File: src/sv/owtr_pkg.sv
// Package for the 1-Wire temperature reader: phase codes, register indexes,
// register defaults, response type and the command byte and conversion helpers.
// No dependencies.
package owtr_pkg;

   localparam int unsigned TICK_W = 20;
   localparam int unsigned CSR_IDX_W = 3;
   localparam int unsigned CSR_DATA_W = 20;
   localparam int unsigned TEMP_W = 16;

   typedef enum logic [CSR_IDX_W-1:0] {
      CSR_PRE_RESET_HIGH = 3'd0,
      CSR_RESET_LOW      = 3'd1,
      CSR_PRESENCE_WAIT  = 3'd2,
      CSR_RESET_RECOVER  = 3'd3,
      CSR_SLOT_EDGE      = 3'd4,
      CSR_READ_SAMPLE    = 3'd5,
      CSR_SLOT_HOLD      = 3'd6,
      CSR_CONVERT_WAIT   = 3'd7
   } csr_index_type;

   localparam logic [7:0]        DEF_PRE_RESET_HIGH = 8'd2;
   localparam logic [11:0]       DEF_RESET_LOW      = 12'd500;
   localparam logic [9:0]        DEF_PRESENCE_WAIT  = 10'd60;
   localparam logic [11:0]       DEF_RESET_RECOVER  = 12'd420;
   localparam logic [7:0]        DEF_SLOT_EDGE      = 8'd4;
   localparam logic [7:0]        DEF_READ_SAMPLE    = 8'd1;
   localparam logic [9:0]        DEF_SLOT_HOLD      = 10'd60;
   localparam logic [TICK_W-1:0] DEF_CONVERT_WAIT   = 20'd800000;

   localparam logic [7:0]        CMD_SKIP_ROM   = 8'hCC;
   localparam logic [7:0]        CMD_CONVERT    = 8'h44;
   localparam logic [7:0]        CMD_READ_PAD   = 8'hBE;
   localparam logic [TEMP_W-1:0] TEMP_FAIL      = 16'hFFFF;
   localparam logic [TEMP_W-1:0] TEMP_NEG_LIMIT = 16'h0FFF;
   localparam logic [TEMP_W-1:0] TEMP_SIGN      = 16'h8000;

   localparam logic [2:0] STEP_CONVERT = 3'd2;
   localparam logic [2:0] STEP_READ_LO = 3'd4;
   localparam logic [2:0] STEP_READ_HI = 3'd5;

   typedef enum logic [12:0] {
      PH_IDLE        = 13'b0000000000001,
      PH_RST_HIGH    = 13'b0000000000010,
      PH_RST_LOW     = 13'b0000000000100,
      PH_RST_WAIT    = 13'b0000000001000,
      PH_RST_RECOVER = 13'b0000000010000,
      PH_WR_HIGH     = 13'b0000000100000,
      PH_WR_LOW      = 13'b0000001000000,
      PH_WR_BIT      = 13'b0000010000000,
      PH_RD_HIGH     = 13'b0000100000000,
      PH_RD_LOW      = 13'b0001000000000,
      PH_RD_WAIT     = 13'b0010000000000,
      PH_RD_HOLD     = 13'b0100000000000,
      PH_CONVERT     = 13'b1000000000000
   } phase_type;

   typedef struct packed {
      logic              drive_enable;
      logic              drive_level;
      logic              busy_res;
      logic              done_res;
      logic              fail;
      logic [TEMP_W-1:0] temperature;
   } rsp_type;

   // skip-ROM, convert, skip-ROM, read scratchpad
   function automatic logic [7:0] cmd_byte(input logic [1:0] step);
      logic [7:0] b;
      case (step)
         2'd0:    b = CMD_SKIP_ROM;
         2'd1:    b = CMD_CONVERT;
         2'd2:    b = CMD_SKIP_ROM;
         default: b = CMD_READ_PAD;
      endcase
      return b;
   endfunction

   // raw sensor word to sign-magnitude tenths, rounded: (x*5+4)>>3
   function automatic logic [TEMP_W-1:0] convert_word(input logic [TEMP_W-1:0] x);
      logic [TEMP_W-1:0] m;
      logic [TEMP_W+2:0] p;
      logic [TEMP_W-1:0] r;
      m = (x < TEMP_NEG_LIMIT) ? x : (~x + 16'd1);
      p = {1'b0, m, 2'b00} + {3'b000, m} + 19'd4;
      r = p[TEMP_W+2:3];
      if (x >= TEMP_NEG_LIMIT) begin
         r = r | TEMP_SIGN;
      end
      return r;
   endfunction

endpackage

File: src/sv/onewire_temperature_reader.sv
// Responses are registered: each accepted request yields one response.
// Throughput: one request per clock. While rsp_stall is high, a skid entry behind
// the output register takes one more request, then req_stall holds off the input.
// Reset: synchronous, active high; phase idle, counters and bytes zero,
// temperature 0xFFFF, timing registers back to their defaults.
// Depends on owtr_pkg.
module onewire_temperature_reader (
   input  logic                                 clock,
   input  logic                                 reset,
   input  logic                                 req_valid,
   output logic                                 req_stall,
   input  logic                                 req_command,
   input  logic                                 req_line_in,
   output logic                                 rsp_valid,
   input  logic                                 rsp_stall,
   output logic                                 rsp_drive_enable,
   output logic                                 rsp_drive_level,
   output logic                                 rsp_busy_res,
   output logic                                 rsp_done_res,
   output logic                                 rsp_fail,
   output logic [owtr_pkg::TEMP_W-1:0]          rsp_temperature,
   input  logic                                 csr_valid,
   output logic                                 csr_ready,
   input  logic [owtr_pkg::CSR_IDX_W-1:0]       csr_index,
   input  logic [owtr_pkg::CSR_DATA_W-1:0]      csr_data
);

   // timing registers
   logic [7:0]                    pre_high_ff, slot_edge_ff, rd_sample_ff;
   logic [11:0]                   rst_low_ff, rst_recover_ff;
   logic [9:0]                    pres_wait_ff, slot_hold_ff;
   logic [owtr_pkg::TICK_W-1:0]   conv_wait_ff;

   // sequencer state
   owtr_pkg::phase_type           phase_ff, phase_in;
   logic [owtr_pkg::TICK_W-1:0]   tick_ff, tick_in, tick_next, len_raw, phase_len;
   logic [2:0]                    bit_ff, bit_in, step_ff, step_in, step_inc;
   logic [7:0]                    shift_ff, shift_in, low_ff, low_in, wr_byte;
   logic                          presence_ff, presence_in;
   logic [owtr_pkg::TEMP_W-1:0]   result_ff, result_in;

   // output buffer
   logic                          rsp_valid_ff, skid_valid_ff;
   owtr_pkg::rsp_type             rsp_ff, skid_ff, rsp_new;
   logic                          accept, out_free, done, failed;

   assign csr_ready = 1'b1;
   assign req_stall = skid_valid_ff;
   assign accept    = req_valid && !skid_valid_ff;
   assign out_free  = !rsp_valid_ff || !rsp_stall;

   always_ff @(posedge clock) begin
      if (reset) begin
         pre_high_ff    <= owtr_pkg::DEF_PRE_RESET_HIGH;
         rst_low_ff     <= owtr_pkg::DEF_RESET_LOW;
         pres_wait_ff   <= owtr_pkg::DEF_PRESENCE_WAIT;
         rst_recover_ff <= owtr_pkg::DEF_RESET_RECOVER;
         slot_edge_ff   <= owtr_pkg::DEF_SLOT_EDGE;
         rd_sample_ff   <= owtr_pkg::DEF_READ_SAMPLE;
         slot_hold_ff   <= owtr_pkg::DEF_SLOT_HOLD;
         conv_wait_ff   <= owtr_pkg::DEF_CONVERT_WAIT;
      end else if (csr_valid && csr_ready) begin
         case (owtr_pkg::csr_index_type'(csr_index))
            owtr_pkg::CSR_PRE_RESET_HIGH: pre_high_ff    <= csr_data[7:0];
            owtr_pkg::CSR_RESET_LOW:      rst_low_ff     <= csr_data[11:0];
            owtr_pkg::CSR_PRESENCE_WAIT:  pres_wait_ff   <= csr_data[9:0];
            owtr_pkg::CSR_RESET_RECOVER:  rst_recover_ff <= csr_data[11:0];
            owtr_pkg::CSR_SLOT_EDGE:      slot_edge_ff   <= csr_data[7:0];
            owtr_pkg::CSR_READ_SAMPLE:    rd_sample_ff   <= csr_data[7:0];
            owtr_pkg::CSR_SLOT_HOLD:      slot_hold_ff   <= csr_data[9:0];
            owtr_pkg::CSR_CONVERT_WAIT:   conv_wait_ff   <= csr_data;
            default: ;
         endcase
      end
   end

   // length of the running phase; zero acts as one tick
   always_comb begin
      case (phase_ff)
         owtr_pkg::PH_RST_HIGH:    len_raw = {12'd0, pre_high_ff};
         owtr_pkg::PH_RST_LOW:     len_raw = {8'd0, rst_low_ff};
         owtr_pkg::PH_RST_WAIT:    len_raw = {10'd0, pres_wait_ff};
         owtr_pkg::PH_RST_RECOVER: len_raw = {8'd0, rst_recover_ff};
         owtr_pkg::PH_WR_HIGH,
         owtr_pkg::PH_WR_LOW,
         owtr_pkg::PH_RD_HIGH,
         owtr_pkg::PH_RD_LOW:      len_raw = {12'd0, slot_edge_ff};
         owtr_pkg::PH_RD_WAIT:     len_raw = {12'd0, rd_sample_ff};
         owtr_pkg::PH_WR_BIT,
         owtr_pkg::PH_RD_HOLD:     len_raw = {10'd0, slot_hold_ff};
         owtr_pkg::PH_CONVERT:     len_raw = conv_wait_ff;
         default:                  len_raw = 20'd1;
      endcase
      phase_len = (len_raw == 20'd0) ? 20'd1 : len_raw;
   end

   assign tick_next = tick_ff + 20'd1;
   assign step_inc  = step_ff + 3'd1;

   always_comb begin
      phase_in    = phase_ff;
      tick_in     = tick_ff;
      bit_in      = bit_ff;
      step_in     = step_ff;
      shift_in    = shift_ff;
      low_in      = low_ff;
      presence_in = presence_ff;
      result_in   = result_ff;
      done        = 1'b0;
      failed      = 1'b0;
      if (req_command) begin
         if (phase_ff == owtr_pkg::PH_IDLE) begin
            phase_in    = owtr_pkg::PH_RST_HIGH;
            tick_in     = '0;
            bit_in      = '0;
            step_in     = '0;
            shift_in    = '0;
            low_in      = '0;
            presence_in = 1'b0;
         end
      end else if (phase_ff != owtr_pkg::PH_IDLE) begin
         if (tick_next >= phase_len) begin
            tick_in = '0;
            case (phase_ff)
               owtr_pkg::PH_RST_HIGH: phase_in = owtr_pkg::PH_RST_LOW;
               owtr_pkg::PH_RST_LOW:  phase_in = owtr_pkg::PH_RST_WAIT;
               owtr_pkg::PH_RST_WAIT: begin
                  presence_in = !req_line_in;
                  phase_in    = owtr_pkg::PH_RST_RECOVER;
               end
               owtr_pkg::PH_RST_RECOVER: begin
                  if (presence_ff && req_line_in) begin
                     bit_in   = '0;
                     phase_in = owtr_pkg::PH_WR_HIGH;
                  end else begin
                     result_in = owtr_pkg::TEMP_FAIL;
                     failed    = 1'b1;
                     done      = 1'b1;
                     phase_in  = owtr_pkg::PH_IDLE;
                  end
               end
               owtr_pkg::PH_WR_HIGH: phase_in = owtr_pkg::PH_WR_LOW;
               owtr_pkg::PH_WR_LOW:  phase_in = owtr_pkg::PH_WR_BIT;
               owtr_pkg::PH_WR_BIT: begin
                  if (bit_ff != 3'd7) begin
                     bit_in   = bit_ff + 3'd1;
                     phase_in = owtr_pkg::PH_WR_HIGH;
                  end else begin
                     bit_in  = '0;
                     step_in = step_inc;
                     if (step_inc == owtr_pkg::STEP_CONVERT) begin
                        phase_in = owtr_pkg::PH_CONVERT;
                     end else if (step_inc >= owtr_pkg::STEP_READ_LO) begin
                        step_in  = owtr_pkg::STEP_READ_LO;
                        shift_in = '0;
                        phase_in = owtr_pkg::PH_RD_HIGH;
                     end else begin
                        phase_in = owtr_pkg::PH_WR_HIGH;
                     end
                  end
               end
               owtr_pkg::PH_RD_HIGH: phase_in = owtr_pkg::PH_RD_LOW;
               owtr_pkg::PH_RD_LOW:  phase_in = owtr_pkg::PH_RD_WAIT;
               owtr_pkg::PH_RD_WAIT: begin
                  shift_in = {req_line_in, shift_ff[7:1]};
                  phase_in = owtr_pkg::PH_RD_HOLD;
               end
               owtr_pkg::PH_RD_HOLD: begin
                  if (bit_ff != 3'd7) begin
                     bit_in   = bit_ff + 3'd1;
                     phase_in = owtr_pkg::PH_RD_HIGH;
                  end else if (step_ff == owtr_pkg::STEP_READ_LO) begin
                     low_in   = shift_ff;
                     shift_in = '0;
                     bit_in   = '0;
                     step_in  = owtr_pkg::STEP_READ_HI;
                     phase_in = owtr_pkg::PH_RD_HIGH;
                  end else begin
                     result_in = owtr_pkg::convert_word({shift_ff, low_ff});
                     done      = 1'b1;
                     phase_in  = owtr_pkg::PH_IDLE;
                  end
               end
               owtr_pkg::PH_CONVERT: phase_in = owtr_pkg::PH_RST_HIGH;
               default:              phase_in = owtr_pkg::PH_IDLE;
            endcase
         end else begin
            tick_in = tick_next;
         end
      end
   end

   assign wr_byte = owtr_pkg::cmd_byte(step_in[1:0]);

   always_comb begin
      rsp_new.drive_enable = 1'b0;
      rsp_new.drive_level  = 1'b0;
      case (phase_in)
         owtr_pkg::PH_RST_HIGH,
         owtr_pkg::PH_WR_HIGH,
         owtr_pkg::PH_RD_HIGH: begin
            rsp_new.drive_enable = 1'b1;
            rsp_new.drive_level  = 1'b1;
         end
         owtr_pkg::PH_RST_LOW,
         owtr_pkg::PH_WR_LOW,
         owtr_pkg::PH_RD_LOW: begin
            rsp_new.drive_enable = 1'b1;
         end
         owtr_pkg::PH_WR_BIT: begin
            rsp_new.drive_enable = 1'b1;
            rsp_new.drive_level  = wr_byte[bit_in];
         end
         default: ;
      endcase
      rsp_new.busy_res    = (phase_in != owtr_pkg::PH_IDLE);
      rsp_new.done_res    = done;
      rsp_new.fail        = failed;
      rsp_new.temperature = result_in;
   end

   always_ff @(posedge clock) begin
      if (reset) begin
         phase_ff    <= owtr_pkg::PH_IDLE;
         tick_ff     <= '0;
         bit_ff      <= '0;
         step_ff     <= '0;
         shift_ff    <= '0;
         low_ff      <= '0;
         presence_ff <= 1'b0;
         result_ff   <= owtr_pkg::TEMP_FAIL;
      end else if (accept) begin
         phase_ff    <= phase_in;
         tick_ff     <= tick_in;
         bit_ff      <= bit_in;
         step_ff     <= step_in;
         shift_ff    <= shift_in;
         low_ff      <= low_in;
         presence_ff <= presence_in;
         result_ff   <= result_in;
      end
   end

   always_ff @(posedge clock) begin
      if (reset) begin
         rsp_valid_ff  <= 1'b0;
         skid_valid_ff <= 1'b0;
      end else if (out_free) begin
         if (skid_valid_ff) begin
            rsp_valid_ff  <= 1'b1;
            skid_valid_ff <= 1'b0;
         end else begin
            rsp_valid_ff <= accept;
         end
      end else if (accept) begin
         skid_valid_ff <= 1'b1;
      end
   end

   always_ff @(posedge clock) begin
      if (out_free) begin
         if (skid_valid_ff) begin
            rsp_ff <= skid_ff;
         end else if (accept) begin
            rsp_ff <= rsp_new;
         end
      end else if (accept) begin
         skid_ff <= rsp_new;
      end
   end

   assign rsp_valid        = rsp_valid_ff;
   assign rsp_drive_enable = rsp_ff.drive_enable;
   assign rsp_drive_level  = rsp_ff.drive_level;
   assign rsp_busy_res     = rsp_ff.busy_res;
   assign rsp_done_res     = rsp_ff.done_res;
   assign rsp_fail         = rsp_ff.fail;
   assign rsp_temperature  = rsp_ff.temperature;

   a_skid_behind_out: assert property (@(posedge clock) disable iff (reset)
      skid_valid_ff |-> rsp_valid_ff)
      else $error("skid entry held without a valid output entry");

   a_tick_in_range: assert property (@(posedge clock) disable iff (reset)
      (phase_ff != owtr_pkg::PH_IDLE) |-> (tick_ff < phase_len))
      else $error("tick counter beyond phase length");

   a_idle_clear: assert property (@(posedge clock) disable iff (reset)
      (phase_ff == owtr_pkg::PH_IDLE) |-> (tick_ff == '0))
      else $error("tick counter not cleared while idle");

   a_step_range: assert property (@(posedge clock) disable iff (reset)
      step_ff <= owtr_pkg::STEP_READ_HI)
      else $error("byte step out of range");

   a_accept_fills: assert property (@(posedge clock) disable iff (reset)
      accept |=> rsp_valid_ff)
      else $error("accepted request produced no response");

endmodule

File: config.mk
export PLATFORM = sky130hd
export DESIGN_NAME = onewire_temperature_reader
export DESIGN_NICKNAME = d
export VERILOG_FILES = /design/src/sv/owtr_pkg.sv /design/src/sv/onewire_temperature_reader.sv
export SDC_FILE = /design/constraint.sdc
export NUM_CORES = 1
export LEC_CHECK = 0
export ABC_AREA = 1
export BUFFER_PORTS_ARGS = -buffer_cell sky130_fd_sc_hd__clkbuf_2
export CELL_PAD_IN_SITES_DETAIL_PLACEMENT = 1
export CELL_PAD_IN_SITES_GLOBAL_PLACEMENT = 1
export CORE_AREA = 2 2 174 176
export CTS_CLUSTER_SIZE = 40
export DETAILED_ROUTE_END_ITERATION = 16
export DIE_AREA = 0 0 176 178
export GPL_TIMING_DRIVEN = 0
export PLACE_DENSITY_LB_ADDON = 0.1
export SLEW_MARGIN = 25
export SYNTH_ARGS = -nofsm -noshare
export SYNTH_HDL_FRONTEND = slang
export SYNTH_SLANG_ARGS = --single-unit
File: constraint.sdc
create_clock -name clock -period 4.05 [get_ports clock]
set_input_delay 0.2025 -clock clock [delete_from_list [all_inputs] [get_ports clock]]
set_output_delay 0.2025 -clock clock [all_outputs]
set_load 0.005 [all_outputs]
==> flow_summary.yaml <==
run_status:
  status: "finished, violations left"
  violations: "setup timing"
placed_design:
  dp_hpwl_um: 30800
  gp_congestion: 0.900
  io_buffers: 43
  post-place-ws_ns: -1.53
  placed_area_mm2: 0.0127
timing:
  rsz0062_at_grt: "yes"
  hold_ws_ns: 0.0103
  tightest_slew_ns: 0.894
  max_clock_freq_mhz: 224
  skew_ns: 0.0259
  maxSlewViolCount: 0
  setup_tns_ns: -17.40
  slew_headroom_pct: 40.4
  setup_violations: 88
  hold_viol: 0
  finalCriticalPeriod_ns: 4.47
  timing.final.ws_setup_ns: -0.423
  period_share_pct: 110
critical_path:
  start_kind: "register"
  slowest_stage: "dfxtp_4"
  worst_ep_arrival_time_ns: 4.87
  slowest_delay_ns: 0.37
  cp.required_ns: 4.45
  cpMostUsedCell: "nand2_1"
  critPathKind: "register to register"
  worstSetupEndpointType: "register"
  cp_max_fo: 10
cts:
  clock_latency_ns: 0.56
  cts_tree: "built"
  clock_sinks: 204
  path_clk_slew_ns: 0.06
  cts_buffer_depth: 3
  root_buffer: "clkbuf_16"
  htree_num_levels: 1
  numCtsBuffers: 25
final_layout:
  final_area_mm2: 0.0155
  num-nets-final: 1965
  layout.filler_cells: 3698
  area_growth_pct: 29.5
  drive_above_1_share_pct: 23.7
  antenna_cells: 0
pwr:
  p_leak_nw: 7.13
  power_density_mw_per_mm2: 385
  ir_worst_vdd_uv: 327
flow_run:
  drv_cap: 0
routing:
  top_layer_used: "met4"
  vias: 12400
  wl_um: 44400
  wl_met3_um: 1650
  drtPass1Iterations: 5
  wl_met2_um: 22600
  drc: 0
  wl_per_cell_um: 19.4
  via_per_inst: 5.42
  drt-initial-drc-count: 682
  drtAntennaViolNets: 0
  met1_length_um: 18600
yosys:
  synth.area.top_cells: "dfxtp_1 (27%), nand2_1 (13%), edfxtp_1 (11%), nor2_1 (7.2%), ha_1 (6.0%)"
  synth_most_common_cell: "nand2_1"
  synth_top_cell_by_area: "dfxtp_1"
  yosysUniqueCellTypes: 60
  ys_seq_area_share_pct: 37.7
  synthTopCellsByCount: "nand2_1 (403), nor2_1 (229), dfxtp_1 (162)"
  synth_area_mm2: 0.0120
  syn_inst: 1701
  synthArstFlopShare_pct: 0
  yosys_warnings: 0
  synth_ff_type: "dfxtp_1"
  synth_top_area_share_pct: 27.1
  synth-edff-count: 42
  syn_nets: 1789
  syn_area_per_cell_um2: 7.03
  ys_ff_latch: 204
die:
  ios: 54
  core_area_mm2: 0.0294
  row_count: 63
  die-area_mm2: 0.0313
  initial_core_util_pct: 40.7
  dieWidth_um: 176
  die_y_um: 178
grt:
  grt_max_degree: 22
  grt_pass1_vias: 12500
  antenna_found_initial: 0
  grt-ovfl-total: 0
  grtUsageTotal_pct: 27.2
  grt_pass1_wl_um: 67500
min_path:
  hp-class: "input port to register"
-- placed cells by master (no fill, tap or decap), types with 18 or more instances in the layout --
cell         n
nand2_1    363
nor2_1     205
inv_1      150
dfxtp_1    139
o21ai_0    109
a21oi_1    104
nand3_1     87
buf_4       84
ha_1        54
clkbuf_2    50
clkbuf_1    49
edfxtp_1    42
nand2_2     37
clkbuf_16   25
nor2_4      19
a21oi_2     19
nor2_2      18
-- power by group --
group | internal (mW) | total [mW] | switching (mW)
Combinational | 0.527 | 1.44 | 0.909
Clock | 1.36 | 2.29 | 0.926
Sequential | 2.17 | 2.24 | 0.0670
Total | 4.06 | 5.96 | 1.90
-- routing by layer --
layer / up-vias / global-route usage (%)
met4: 0 / 8.26
met3: 89 / 2.62
met5: - / 0
met1: 6057 / 32.8
met2: 285 / 51.1
li1: 5950 / -
-- final cells by class --
type | instances | area, µm² | share of cell area, %
multi-input cells | 1246 | 7300 | 47.1
well taps | 390 | 488 | 3.15
inverters | 179 | 714 | 4.61
flip-flops and latches | 204 | 4570 | 29.5
clock buffers | 36 | 717 | 4.63
plain buffers | 69 | 429 | 2.77
repair inverters | 1 | 5.00 | 0.0323
clock inverters | 8 | 113 | 0.727
repair buffers | 151 | 1150 | 7.41
-- worst paths after layout --
check	startpoint	endpoint	slack [ns]	cells past startpoint
hold reg to reg	presence_ff	presence_ff	0.46	2
setup reg to reg	phase_ff[7]	rsp_drive_enable	-0.42	34
setup / recovery	phase_ff[7]	rsp_drive_enable	-0.42	34
hold / removal	csr_data[3]	slot_hold_ff[3]	0.01	3
-- logic make-up after synthesis --
group           Yosys count  share of synthesized area [%]
compound gates          333                           15.9
fa+ha+maj                58                           6.13
other cells               1                         0.0314
buf+inv                 251                           8.46
simple gates            823                           29.4
xor+xnor                 28                           2.11
flops                   204                           37.7
mux                       3                          0.272
-- through the flow --
stage | total power, mW | instances | util, %
after floorplan | 3.02 | 1701 | -
after global placement | 3.33 | 2134 | 43.0
after detailed placement | 3.37 | 2134 | 43.1
after CTS | 5.81 | 2238 | 49.8
after global routing | 6.21 | 2284 | 52.7
final | 5.96 | 2284 | 52.7
-- critical path, delay by kind of cell (launching register included) --
kind	cells	cell delay (ns)
AND/OR/NAND/NOR	25	2.39
AO/OA/AOI/OAI	5	0.94
flip-flops	1	0.37
buffers and inverters	3	0.35
adder cells (fa/ha/maj)	1	0.24
-- repair_timing --
item	CTS	global route
gates cloned	1	2
gates resized for setup	186	138
endpoints found under the hold margin	21	0
hold buffers	12	0
buffers inserted	51	44
pin swaps	46	39
endpoints found under the setup margin	114	113
-- state kept, by name, indices dropped and copies added, names as in the netlist, 8 cells and up --
signal           count
phase_ff            13
shift_ff             8
pres_wait_ff        10
rst_recover_ff      12
skid_ff             21
conv_wait_ff        20
result_ff           16
slot_hold_ff        10
pre_high_ff          8
slot_edge_ff         8
rst_low_ff          12
tick_ff             20
rd_sample_ff         8
low_ff               8
rsp_temperature     16
(Power assumes the default switching activity.)
